<file path="src/hw/rtl/tevs_pkg.sv">
// Shared types, message constants and varint helpers for the touch event serializer.
package tevs_pkg;

  localparam int unsigned HDR_LEN   = 7;
  localparam int unsigned MID_LEN   = 5;
  localparam int unsigned TAIL_LEN  = 6;

  localparam logic [7:0] HDR_BYTES [HDR_LEN] = '{
    8'h02, 8'h0b, 8'h03, 8'h00, 8'h80, 8'h01, 8'h08
  };

  // Tag and zero varint of the third field, then the postamble; the action byte follows.
  localparam logic [7:0] TAIL_BYTES [TAIL_LEN - 1] = '{
    8'h18, 8'h00, 8'h10, 8'h00, 8'h18
  };

  localparam logic [7:0] MSG_ID        = 8'h1a;
  localparam logic [7:0] SUB_ID        = 8'h0a;
  localparam logic [7:0] LEN1_BASE     = 8'h09;
  localparam logic [7:0] LEN2_BASE     = 8'h03;
  localparam logic [7:0] TAG_X         = 8'h08;
  localparam logic [7:0] TAG_Y         = 8'h10;
  localparam logic [7:0] ZERO_VINT_LEN = 8'h01;

  typedef struct packed {
    logic [1:0]  action;
    logic [15:0] x_pos;
    logic [15:0] y_pos;
    logic [29:0] timestamp_ns;
  } event_t;

  typedef struct packed {
    logic [1:0]  action;
    logic [39:0] ts_bytes;
    logic [2:0]  ts_len;
    logic [23:0] x_bytes;
    logic [1:0]  x_len;
    logic [23:0] y_bytes;
    logic [1:0]  y_len;
    logic [7:0]  len1;
    logic [7:0]  len2;
  } msg_t;

  // LEB128 bytes of a value, lowest group in the lowest byte.
  function automatic logic [39:0] vint_bytes(input logic [29:0] v);
    logic [34:0] v_ext;
    logic [39:0] res;
    v_ext = {5'b0, v};
    res = '0;
    for (int k = 0; k < 5; k++) begin
      res[8*k +: 7] = v_ext[7*k +: 7];
      res[8*k + 7]  = ((v_ext >> (7 * (k + 1))) != '0);
    end
    return res;
  endfunction

  function automatic logic [2:0] vint_len(input logic [29:0] v);
    logic [2:0] n;
    n = 3'd1;
    for (int k = 1; k < 5; k++) begin
      if ((v >> (7 * k)) != '0) n = 3'(k + 1);
    end
    return n;
  endfunction

endpackage

</file>
<file path="src/hw/rtl/tevs_sat.sv">
// Input register stage with coordinate saturation.
module tevs_sat #(
  parameter int unsigned COORD_BITS = 16
) (
  input  logic             clk,
  input  logic             rst,
  input  logic             in_valid,
  output logic             in_ready,
  input  tevs_pkg::event_t in_evt,
  output logic             out_valid,
  input  logic             out_ready,
  output tevs_pkg::event_t out_evt
);

  localparam logic [15:0] CoordMax =
    (COORD_BITS >= 16) ? 16'hffff : 16'((32'd1 << COORD_BITS) - 32'd1);

  logic             valid;
  tevs_pkg::event_t evt;
  tevs_pkg::event_t evt_next;

  assign in_ready  = !valid || out_ready;
  assign out_valid = valid;
  assign out_evt   = evt;

  always_comb begin
    evt_next = in_evt;
    if (in_evt.x_pos > CoordMax) evt_next.x_pos = CoordMax;
    if (in_evt.y_pos > CoordMax) evt_next.y_pos = CoordMax;
  end

  always_ff @(posedge clk) begin
    if (rst) begin
      valid <= 1'b0;
    end else if (in_ready) begin
      valid <= in_valid;
    end
  end

  always_ff @(posedge clk) begin
    if (in_valid && in_ready) begin
      evt <= evt_next;
    end
  end

endmodule

</file>
<file path="src/hw/rtl/tevs_varint.sv">
// Varint encoding stage: splits timestamp and coordinates into bytes and sizes the message.
module tevs_varint (
  input  logic             clk,
  input  logic             rst,
  input  logic             in_valid,
  output logic             in_ready,
  input  tevs_pkg::event_t in_evt,
  output logic             out_valid,
  input  logic             out_ready,
  output tevs_pkg::msg_t   out_msg
);

  logic           valid;
  tevs_pkg::msg_t msg;
  tevs_pkg::msg_t msg_next;
  logic [39:0]    x_full;
  logic [39:0]    y_full;
  logic [7:0]     coord_bytes;

  assign in_ready  = !valid || out_ready;
  assign out_valid = valid;
  assign out_msg   = msg;

  always_comb begin
    x_full            = tevs_pkg::vint_bytes({14'b0, in_evt.x_pos});
    y_full            = tevs_pkg::vint_bytes({14'b0, in_evt.y_pos});
    msg_next.action   = in_evt.action;
    msg_next.ts_bytes = tevs_pkg::vint_bytes(in_evt.timestamp_ns);
    msg_next.ts_len   = tevs_pkg::vint_len(in_evt.timestamp_ns);
    msg_next.x_bytes  = x_full[23:0];
    msg_next.x_len    = 2'(tevs_pkg::vint_len({14'b0, in_evt.x_pos}));
    msg_next.y_bytes  = y_full[23:0];
    msg_next.y_len    = 2'(tevs_pkg::vint_len({14'b0, in_evt.y_pos}));
    coord_bytes       = {6'b0, msg_next.x_len} + {6'b0, msg_next.y_len}
                        + tevs_pkg::ZERO_VINT_LEN;
    msg_next.len1     = tevs_pkg::LEN1_BASE + coord_bytes;
    msg_next.len2     = tevs_pkg::LEN2_BASE + coord_bytes;
  end

  always_ff @(posedge clk) begin
    if (rst) begin
      valid <= 1'b0;
    end else if (in_ready) begin
      valid <= in_valid;
    end
  end

  always_ff @(posedge clk) begin
    if (in_valid && in_ready) begin
      msg <= msg_next;
    end
  end

endmodule

</file>
<file path="src/hw/rtl/tevs_emit.sv">
// Byte sequencer: walks the segments, one byte per cycle into the output register when not stalled.
module tevs_emit (
  input  logic           clk,
  input  logic           rst,
  input  logic           in_valid,
  output logic           in_ready,
  input  tevs_pkg::msg_t in_msg,
  output logic           m_tvalid,
  input  logic           m_tready,
  output logic [7:0]     m_tdata,
  output logic           m_tlast
);

  typedef enum logic [6:0] {
    S_HDR  = 7'b0000001,
    S_TS   = 7'b0000010,
    S_MID  = 7'b0000100,
    S_X    = 7'b0001000,
    S_TAGY = 7'b0010000,
    S_Y    = 7'b0100000,
    S_TAIL = 7'b1000000
  } seg_t;

  localparam logic [2:0] HDR_END  = 3'(tevs_pkg::HDR_LEN - 1);
  localparam logic [2:0] MID_END  = 3'(tevs_pkg::MID_LEN - 1);
  localparam logic [2:0] TAIL_END = 3'(tevs_pkg::TAIL_LEN - 1);

  logic           busy;
  seg_t           state;
  seg_t           state_next;
  logic [2:0]     idx;
  tevs_pkg::msg_t desc;
  logic [7:0]     cur_byte;
  logic           seg_end;
  logic           fin;
  logic           advance;
  logic           load;

  assign advance  = busy && (!m_tvalid || m_tready);
  assign fin      = (state == S_TAIL) && (idx == TAIL_END);
  assign in_ready = !busy || (advance && fin);
  assign load     = in_valid && in_ready;

  always_comb begin
    cur_byte   = '0;
    seg_end    = 1'b0;
    state_next = state;
    case (state)
      S_HDR: begin
        cur_byte   = tevs_pkg::HDR_BYTES[idx];
        seg_end    = (idx == HDR_END);
        state_next = S_TS;
      end
      S_TS: begin
        cur_byte   = desc.ts_bytes[7:0];
        seg_end    = (idx == desc.ts_len - 3'd1);
        state_next = S_MID;
      end
      S_MID: begin
        case (idx)
          3'd0:    cur_byte = tevs_pkg::MSG_ID;
          3'd1:    cur_byte = desc.len1;
          3'd2:    cur_byte = tevs_pkg::SUB_ID;
          3'd3:    cur_byte = desc.len2;
          default: cur_byte = tevs_pkg::TAG_X;
        endcase
        seg_end    = (idx == MID_END);
        state_next = S_X;
      end
      S_X: begin
        cur_byte   = desc.x_bytes[7:0];
        seg_end    = (idx == {1'b0, desc.x_len - 2'd1});
        state_next = S_TAGY;
      end
      S_TAGY: begin
        cur_byte   = tevs_pkg::TAG_Y;
        seg_end    = 1'b1;
        state_next = S_Y;
      end
      S_Y: begin
        cur_byte   = desc.y_bytes[7:0];
        seg_end    = (idx == {1'b0, desc.y_len - 2'd1});
        state_next = S_TAIL;
      end
      S_TAIL: begin
        if (idx == TAIL_END) begin
          cur_byte = {6'b0, desc.action};
        end else begin
          cur_byte = tevs_pkg::TAIL_BYTES[idx];
        end
        seg_end    = (idx == TAIL_END);
        state_next = S_HDR;
      end
      default: begin
        cur_byte   = '0;
        seg_end    = 1'b1;
        state_next = S_HDR;
      end
    endcase
  end

  always_ff @(posedge clk) begin
    if (rst) begin
      busy     <= 1'b0;
      state    <= S_HDR;
      idx      <= '0;
      m_tvalid <= 1'b0;
    end else begin
      if (load) begin
        busy  <= 1'b1;
        state <= S_HDR;
        idx   <= '0;
      end else if (advance) begin
        if (fin) begin
          busy <= 1'b0;
        end else if (seg_end) begin
          state <= state_next;
          idx   <= '0;
        end else begin
          idx <= idx + 3'd1;
        end
      end
      if (advance) begin
        m_tvalid <= 1'b1;
      end else if (m_tready) begin
        m_tvalid <= 1'b0;
      end
    end
  end

  // Varint fields shift down a byte as each of their bytes goes out.
  always_ff @(posedge clk) begin
    if (load) begin
      desc <= in_msg;
    end else if (advance) begin
      if (state == S_TS) desc.ts_bytes <= desc.ts_bytes >> 8;
      if (state == S_X)  desc.x_bytes  <= desc.x_bytes >> 8;
      if (state == S_Y)  desc.y_bytes  <= desc.y_bytes >> 8;
    end
  end

  always_ff @(posedge clk) begin
    if (advance) begin
      m_tdata <= cur_byte;
      m_tlast <= fin;
    end
  end

  a_load_starts_hdr: assert property (@(posedge clk) disable iff (rst)
    load |=> busy && (state == S_HDR) && (idx == 3'd0))
    else $error("new request did not start at the header");

  a_fin_marks_last: assert property (@(posedge clk) disable iff (rst)
    advance && fin |=> m_tvalid && m_tlast)
    else $error("final byte not marked last");

  a_ts_in_range: assert property (@(posedge clk) disable iff (rst)
    busy && (state == S_TS) |-> idx < desc.ts_len)
    else $error("timestamp byte index beyond varint length");

  a_last_is_action: assert property (@(posedge clk) disable iff (rst)
    m_tvalid && m_tlast |-> m_tdata[7:2] == 6'd0)
    else $error("last byte is not an action code");

endmodule

</file>
<file path="src/hw/rtl/touch_event_varint_serializer.sv">
// Top level of the touch event serializer: saturate, varint encode, byte sequencer.
// Each accepted request (one touch event) becomes a message of 22 to 30 bytes on the
// master side, one byte per cycle while m_tready does not stall it, with tlast on the
// final byte. The first byte passes the input register, the encode register, the
// sequencer's message register and the output register, and the next event is taken
// while the last byte of the current one goes out, so messages follow one another
// without gaps. Coordinates above 2^COORD_BITS - 1 saturate to that value.
module touch_event_varint_serializer #(
  parameter int unsigned COORD_BITS = 16
) (
  input  logic        clk,
  input  logic        rst,
  input  logic        s_tvalid,
  output logic        s_tready,
  input  logic [63:0] s_tdata,   // action[1:0], x_pos[17:2], y_pos[33:18], timestamp_ns[63:34]
  output logic        m_tvalid,
  input  logic        m_tready,
  output logic [7:0]  m_tdata,   // out_byte[7:0]
  output logic        m_tlast
);

  tevs_pkg::event_t in_evt;
  tevs_pkg::event_t sat_evt;
  tevs_pkg::msg_t   enc_msg;
  logic             sat_valid;
  logic             sat_ready;
  logic             enc_valid;
  logic             enc_ready;

  assign in_evt.action       = s_tdata[1:0];
  assign in_evt.x_pos        = s_tdata[17:2];
  assign in_evt.y_pos        = s_tdata[33:18];
  assign in_evt.timestamp_ns = s_tdata[63:34];

  tevs_sat #(
    .COORD_BITS (COORD_BITS)
  ) u_sat (
    .clk       (clk),
    .rst       (rst),
    .in_valid  (s_tvalid),
    .in_ready  (s_tready),
    .in_evt    (in_evt),
    .out_valid (sat_valid),
    .out_ready (sat_ready),
    .out_evt   (sat_evt)
  );

  tevs_varint u_varint (
    .clk       (clk),
    .rst       (rst),
    .in_valid  (sat_valid),
    .in_ready  (sat_ready),
    .in_evt    (sat_evt),
    .out_valid (enc_valid),
    .out_ready (enc_ready),
    .out_msg   (enc_msg)
  );

  tevs_emit u_emit (
    .clk      (clk),
    .rst      (rst),
    .in_valid (enc_valid),
    .in_ready (enc_ready),
    .in_msg   (enc_msg),
    .m_tvalid (m_tvalid),
    .m_tready (m_tready),
    .m_tdata  (m_tdata),
    .m_tlast  (m_tlast)
  );

endmodule

</file>
<file path="config.mk">
export PLATFORM = sky130hd
export DESIGN_NAME = touch_event_varint_serializer
export DESIGN_NICKNAME = d
export VERILOG_FILES = /design/src/hw/rtl/tevs_pkg.sv /design/src/hw/rtl/tevs_sat.sv /design/src/hw/rtl/tevs_varint.sv /design/src/hw/rtl/tevs_emit.sv /design/src/hw/rtl/touch_event_varint_serializer.sv
export SDC_FILE = /design/constraint.sdc
export NUM_CORES = 1
export LEC_CHECK = 0
export ABC_AREA = 0
export ABC_CLOCK_PERIOD_IN_PS = 11800
export BUFFER_PORTS_ARGS = -buffer_cell sky130_fd_sc_hd__buf_4
export CORE_ASPECT_RATIO = 0.5
export CORE_UTILIZATION = 37
export CTS_CLUSTER_SIZE = 10
export DETAILED_ROUTE_END_ITERATION = 12
export PLACE_DENSITY = 0.59
export SLEW_MARGIN = 5
export SYNTH_ARGS = -nofsm -noshare
export SYNTH_HDL_FRONTEND = slang
export SYNTH_HIERARCHICAL = 1
export SYNTH_SLANG_ARGS = --single-unit
</file>
<file path="constraint.sdc">
create_clock -name clk -period 11.8 [get_ports clk]
set_clock_uncertainty 0.1 [all_clocks]
set_input_delay 2.36 -clock clk [delete_from_list [all_inputs] [get_ports clk]]
set_output_delay 2.36 -clock clk [all_outputs]
set_load 0.02 [all_outputs]
</file>
Word-level counts from Yosys, hierarchy flattened
Memories as Yosys holds them, arrays and structs flattened.
Index checks and enable logic that the tools add are counted.
{ "totals": {"inputBits": 68, "mem_bits_ro": 128, "ff_bits": 295, "wordCells": 141, "out_inout_bits": 11, "mem_count": 2} }
{ "memory_table": {"columns": ["memory", "words", "width", "rd", "rd_clocked_by_memory_dff", "wr", "line_no", "rtl"], "rows": [
  ["(name not given)", 8, 8, 1, 0, 0, "tevs_emit.sv:89", "cur_byte = tevs_pkg::TAIL_BYTES[idx];"],
  ["(name not given)", 8, 8, 1, 0, 0, "tevs_emit.sv:50", "cur_byte = tevs_pkg::HDR_BYTES[idx];"]
]} }
{ "classes": {"n_reduce_logical": 45, "muxes": 31, "n_lt_le_gt_ge": 3, "n_bitwise": 2, "n_addsub": 8, "n_eq_ne": 16} }
{ "ops": {"columns": ["operator", "count"], "rows": [
  ["$reduce_bool 35->1", 8],
  ["$reduce_bool 30->1", 8],
  ["$mux 24", 4],
  ["$mux 40", 2],
  ["$pmux 8 s7", 1],
  ["$pmux 7 s6", 1],
  ["$mux 8", 5],
  ["$mux 18", 2],
  ["$mux 34", 1],
  ["$gt 16x16->1 const B", 2],
  ["$pmux 8 s4", 1],
  ["$mux 2", 6],
  ["$reduce_bool 2->1", 6],
  ["$reduce_and 2->1", 5],
  ["$eq 3x3->1 const B", 3],
  ["$eq 7x1->1 const B", 1],
  ["$eq 7x2->1 const B", 1],
  ["$eq 7x3->1 const B", 1],
  ["$eq 7x4->1 const B", 1],
  ["$eq 7x5->1 const B", 1],
  ["$eq 7x6->1 const B", 1],
  ["$eq 7x7->1 const B", 1],
  ["$eq 3x2->1", 2],
  ["$eq 3x2->1 const B", 2],
  ["other kinds (21)", 39]
]} }

Longest topological paths before layout
{ "logic_depth": {"depth_word": 8, "mapped_depth": 12} }

By module
Netlist, hierarchy kept.
{ "modules_own_cells": {"columns": ["module", "seq_area_each_um2", "n_inst", "cells_per_inst", "area_per_inst_um2"], "rows": [
  ["tevs_emit", 3903.7, 1, 407, 6112.1],
  ["tevs_varint", 2662.6, 1, 179, 3248.1],
  ["tevs_sat", 1941.9, 1, 69, 1976.9]
]} }

Worst setup path after synthesis
Ideal clock, no wire load.
{ "synth_timing": {"path_kind": "input -> output", "startpoint": "input port m_tready", "endpoint": "output port s_tready", "arrival_time_ns": 3.305, "cell_stages": 5, "setup_slack_ns": 6.035, "cell_sequence": "nand2b_1 > a21o_4 > clkbuf_1 > nand2b_1 > nand2b_4"} }
{ "synth_via": {"elab_chain_len": 6} }
{ "synth_lines": {"columns": ["item", "line_no", "rtl"], "rows": [
  ["start, declared", "touch_event_varint_serializer.sv:17", "input logic m_tready,"],
  ["$logic_or 1x1->1", "tevs_emit.sv:39", "assign advance = busy && (!m_tvalid || m_tready);"],
  ["$logic_and 1x1->1", "tevs_emit.sv:39", null],
  ["$logic_and 1x1->1", "tevs_emit.sv:41", "assign in_ready = !busy || (advance && fin);"],
  ["$logic_or 1x1->1", "tevs_emit.sv:41", null],
  ["named net enc_ready", "touch_event_varint_serializer.sv:28", "logic enc_ready;"],
  ["$logic_or 1x1->1", "tevs_varint.sv:20", "assign in_ready = !valid || out_ready;"],
  ["named net sat_ready", "touch_event_varint_serializer.sv:26", "logic sat_ready;"],
  ["$logic_or 1x1->1", "tevs_sat.sv:22", "assign in_ready = !valid || out_ready;"],
  ["end, declared", "touch_event_varint_serializer.sv:14", "output logic s_tready,"]
]} }
The timed path passes the listed nets, and every way through them passes these cells.

Worst setup path in the final report
Same ends and word-level chain as after synthesis.

==> results by group <==
Status
  – Outcome: completed

Pwr
  – Power Dens Cells: 167.3 nW/µm²
  – Worst vdd ir: 0.08420 mV
  – Logic pwr share: 0.042
  – Leakage: 0.004572 µW
  – Sw Pwr: 438.1 µW
  – Sw Share: 0.2007
  – Int Pwr: 1745 µW
  – Total power: 2183 µW
  – Sequential share of power: 0.543
  – Clock power share: 0.415

Clocking
  – Post-CTS setup buffers: 0
  – # clock sinks: 288
  – Insertion delay to the later sink of the worst-skew pair: 0.51 ns
  – CTS Buffer Depth: 3
  – CTS tree: yes
  – Num CTS Buffers: 34
  – Clock root buffer: clkbuf_16
  – Hold buffers post-CTS: 0
  – CTS resizes: 0
  – H-tree Lvls: 2
  – Clk slew on worst S/H paths: 0.06 ns

Min path
  – Hold Path Origin: u_varint/out_msg[1]$_DFFE_PP_
  – Hold depth: 0
  – Hold crit path type: flop to flop
  – Hold EP: u_emit/desc[1]$_DFFE_PP_

Detailed routing
  – Detailed Route WL: 20060 µm
  – DR vias: 5507
  – Via/cell ratio: 4.801
  – Detailed Routing Iterations Pass 1: 12
  – Post-route ant nets: 0
  – WL/cell: 17.49 µm
  – First DRT Iteration DRCs: 399
  – DR DRC count: 0

Worst setup path
  – Crit path cell chain: buf_4 > nand2b_1 > a21o_4 > nand2b_1 > nand2b_4 > buf_4
  – Delay-heaviest family, CP: simple AND/OR/NAND/NOR gates
  – Startpoint types: input port
  – CP Class: input port to primary output
  – WP buf/inv: 2
  – Crit path capture type: primary output
  – Largest stage delay on the critical path: 0.35 ns
  – CP Max Fanout: 27
  – Worst r2r src: u_emit/state[5]$_SDFFE_PP0P_
  – Slowest stage cell, crit path: a21o_4
  – R2R setup slack: 7.82 ns
  – WP data required: 9.34 ns
  – Worst Reg-to-Reg Cells: 8
  – Critical path arrival: 3.57 ns
  – R2R Path End: u_emit/desc[85]$_DFFE_PP_
  – Number of stages on the worst setup path: 6

Synth
  – Netlist cell types: 68
  – Mapped Area: 11340 µm²
  – Ys async rst share: 0
  – Synth Flop Type: edfxtp_1
  – Synth area leaders: edfxtp_1 73%, mux2_1 5.0%, dfxtp_1 2.5%
  – Number of flops mapped to enable cells by yosys: 274
  – Syn Area/Cell: 17.31 µm²
  – Largest area contributor in the synthesized netlist: edfxtp_1
  – Yosys warnings: 6
  – Post-synthesis sequential area ratio: 0.7505
  – Synth Register Bits: 288
  – Post-Syn Instances: 655
  – Share of the synthesized area in the top cell type: 0.7257

STA
  – Final Hold Viols: 0
  – Slew Limit Headroom: 0.3034
  – RSZ-0062 raised after global routing: no
  – Final Slew Violations: 0
  – Tightest Pin Transition: 1.042 ns
  – Final min period: 6.028 ns
  – Fmax: 0.1659 GHz
  – Setup TNS: 0 ns
  – Setup WS post-layout: 5.772 ns
  – Final Cycle Share: 0.5108
  – Setup violators final: 0

Floorplanning
  – Row cnt: 44
  – Num ports: 79
  – Die area: 31390 µm²
  – Initial Utilization: 0.3835
  – Total core area: 29560 µm²
  – Die X: 249.6 µm
  – Die span in y: 125.8 µm

Global routing
  – Most used routing layer: met2
  – Pin count of the biggest net entering global routing: 65
  – M1 GR Usage: 0.1887
  – M3 GR Usage: 0.03183
  – Global-route wire length before repair: 31550 µm
  – Vias in the first global route: 5677
  – Global route overflow: 0
  – Global Route met2 Usage: 0.1970
  – Total GRT Usage: 0.1312
  – Initial antenna violation count: 0

Placement
  – Placed Area: 12110 µm²
  – Detailed placement HPWL: 13150 µm
  – Gp weighted congestion: 0.8245
  – Quantity of I/O buffers inserted on ports: 78
  – Place WS: 5.773 ns

Run
  – MaxCap Viol Count: 0

Finish
  – Fin nets: 827
  – N_diodes: 0
  – Design Area, Final: 13050 µm²
  – Syn-to-layout area delta: 15.09%
  – Share of cells above drive strength 1: 0.2103
  – Fillers: 2550
[synthesized netlist by cell type, types with 7 or more instances]
cell type	count
and3_1	27
nand3_1	9
nand2_1	29
a21oi_1	15
mux2i_1	7
inv_1	24
o21ai_0	8
edfxtp_1	274
clkbuf_1	9
nor3_1	9
mux2_1	50
a222oi_1	7
buf_4	27
ha_1	11
nor2_1	20
dfxtp_1	14
mux2_2	15
[per-stage QoR]
| stage | utilization | cells | hold WS, ns |
|---|---|---|---|
| global placement | 0.4097 | 1102 | 0.3037 |
| global route | 0.4413 | 1147 | 0.3127 |
| floorplan | - | 678 | 0.3003 |
| detailed placement | 0.4097 | 1102 | 0.3045 |
| CTS | 0.4413 | 1147 | 0.3163 |
| finish | 0.4413 | 1147 | 0.3164 |
[logic make-up after synthesis]
group	count (synthesis)	synth area share
adder cells (fa/ha/maj)	12	0.01391
XOR/XNOR	11	0.008498
AND/OR/NAND/NOR	134	0.07019
buffers and inverters	75	0.04591
multiplexers	72	0.07074
other	1	0.0003308
flip-flops	288	0.7505
AO/OA/AOI/OAI	62	0.03995
[state kept, by name, summed over array words and instances, names as in the netlist]
signal and count:
u_sat/out_evt 64, u_emit/desc 113, u_varint/out_msg 88, u_varint/out_valid 1, u_emit/busy 1, u_emit/m_tvalid 1, u_emit/state 7, u_emit/idx 3
u_emit/m_tdata 8, u_emit/m_tlast 1, u_sat/out_valid 1
[worst max path at each step]
stage | start | end | slack, ns
floorplan | m_tready | s_tready | 6.04
finish | m_tready | s_tready | 5.77
global placement | m_tready | s_tready | 5.79
CTS | m_tready | s_tready | 5.76
global route | m_tready | s_tready | 5.70
detailed placement | m_tready | s_tready | 5.77
[power groups by stage]
stage               Clock, µW  Combinational [µW]  Sequential (µW)
detailed placement          0                93.1             1210
floorplan                   0                64.6             1200
global route              973                 103             1190
CTS                       936                93.5             1190
global placement            0                90.3             1210
finish                    905                92.3             1190
[metal layers]
metal  part of all wire  up-vias
met5                  0        -
met4              0.019        0
met3              0.056       33
met2               0.44      123
met1               0.48     2725
li1                   -     2626
[area by class of cell]
class / count / area [µm²] / area share
Inverter: 25 / 95.09 / 0.007288
Clock inverter: 2 / 28.78 / 0.002206
Sequential cell: 288 / 8508 / 0.6521
Clock buffer: 43 / 905.9 / 0.06943
Timing Repair Buffer: 83 / 623.1 / 0.04776
Multi-Input combinational cell: 315 / 2397 / 0.1837
Tap cell: 391 / 489.2 / 0.03750
[cell usage in the layout, fill, tap and decap left out, types with 9 or more instances in the layout]
cell and count:
mux2_1 50, nand2_1 29, edfxtp_1 274, clkbuf_16 35, dfxtp_1 14, inv_1 24
nor2_1 20, and3_1 27, mux2_2 15, nor3_1 9, ha_1 11, conb_1 24
a21oi_1 15, buf_4 83, nand3_1 9
Note: power is estimated with default switching activity, not from simulation.
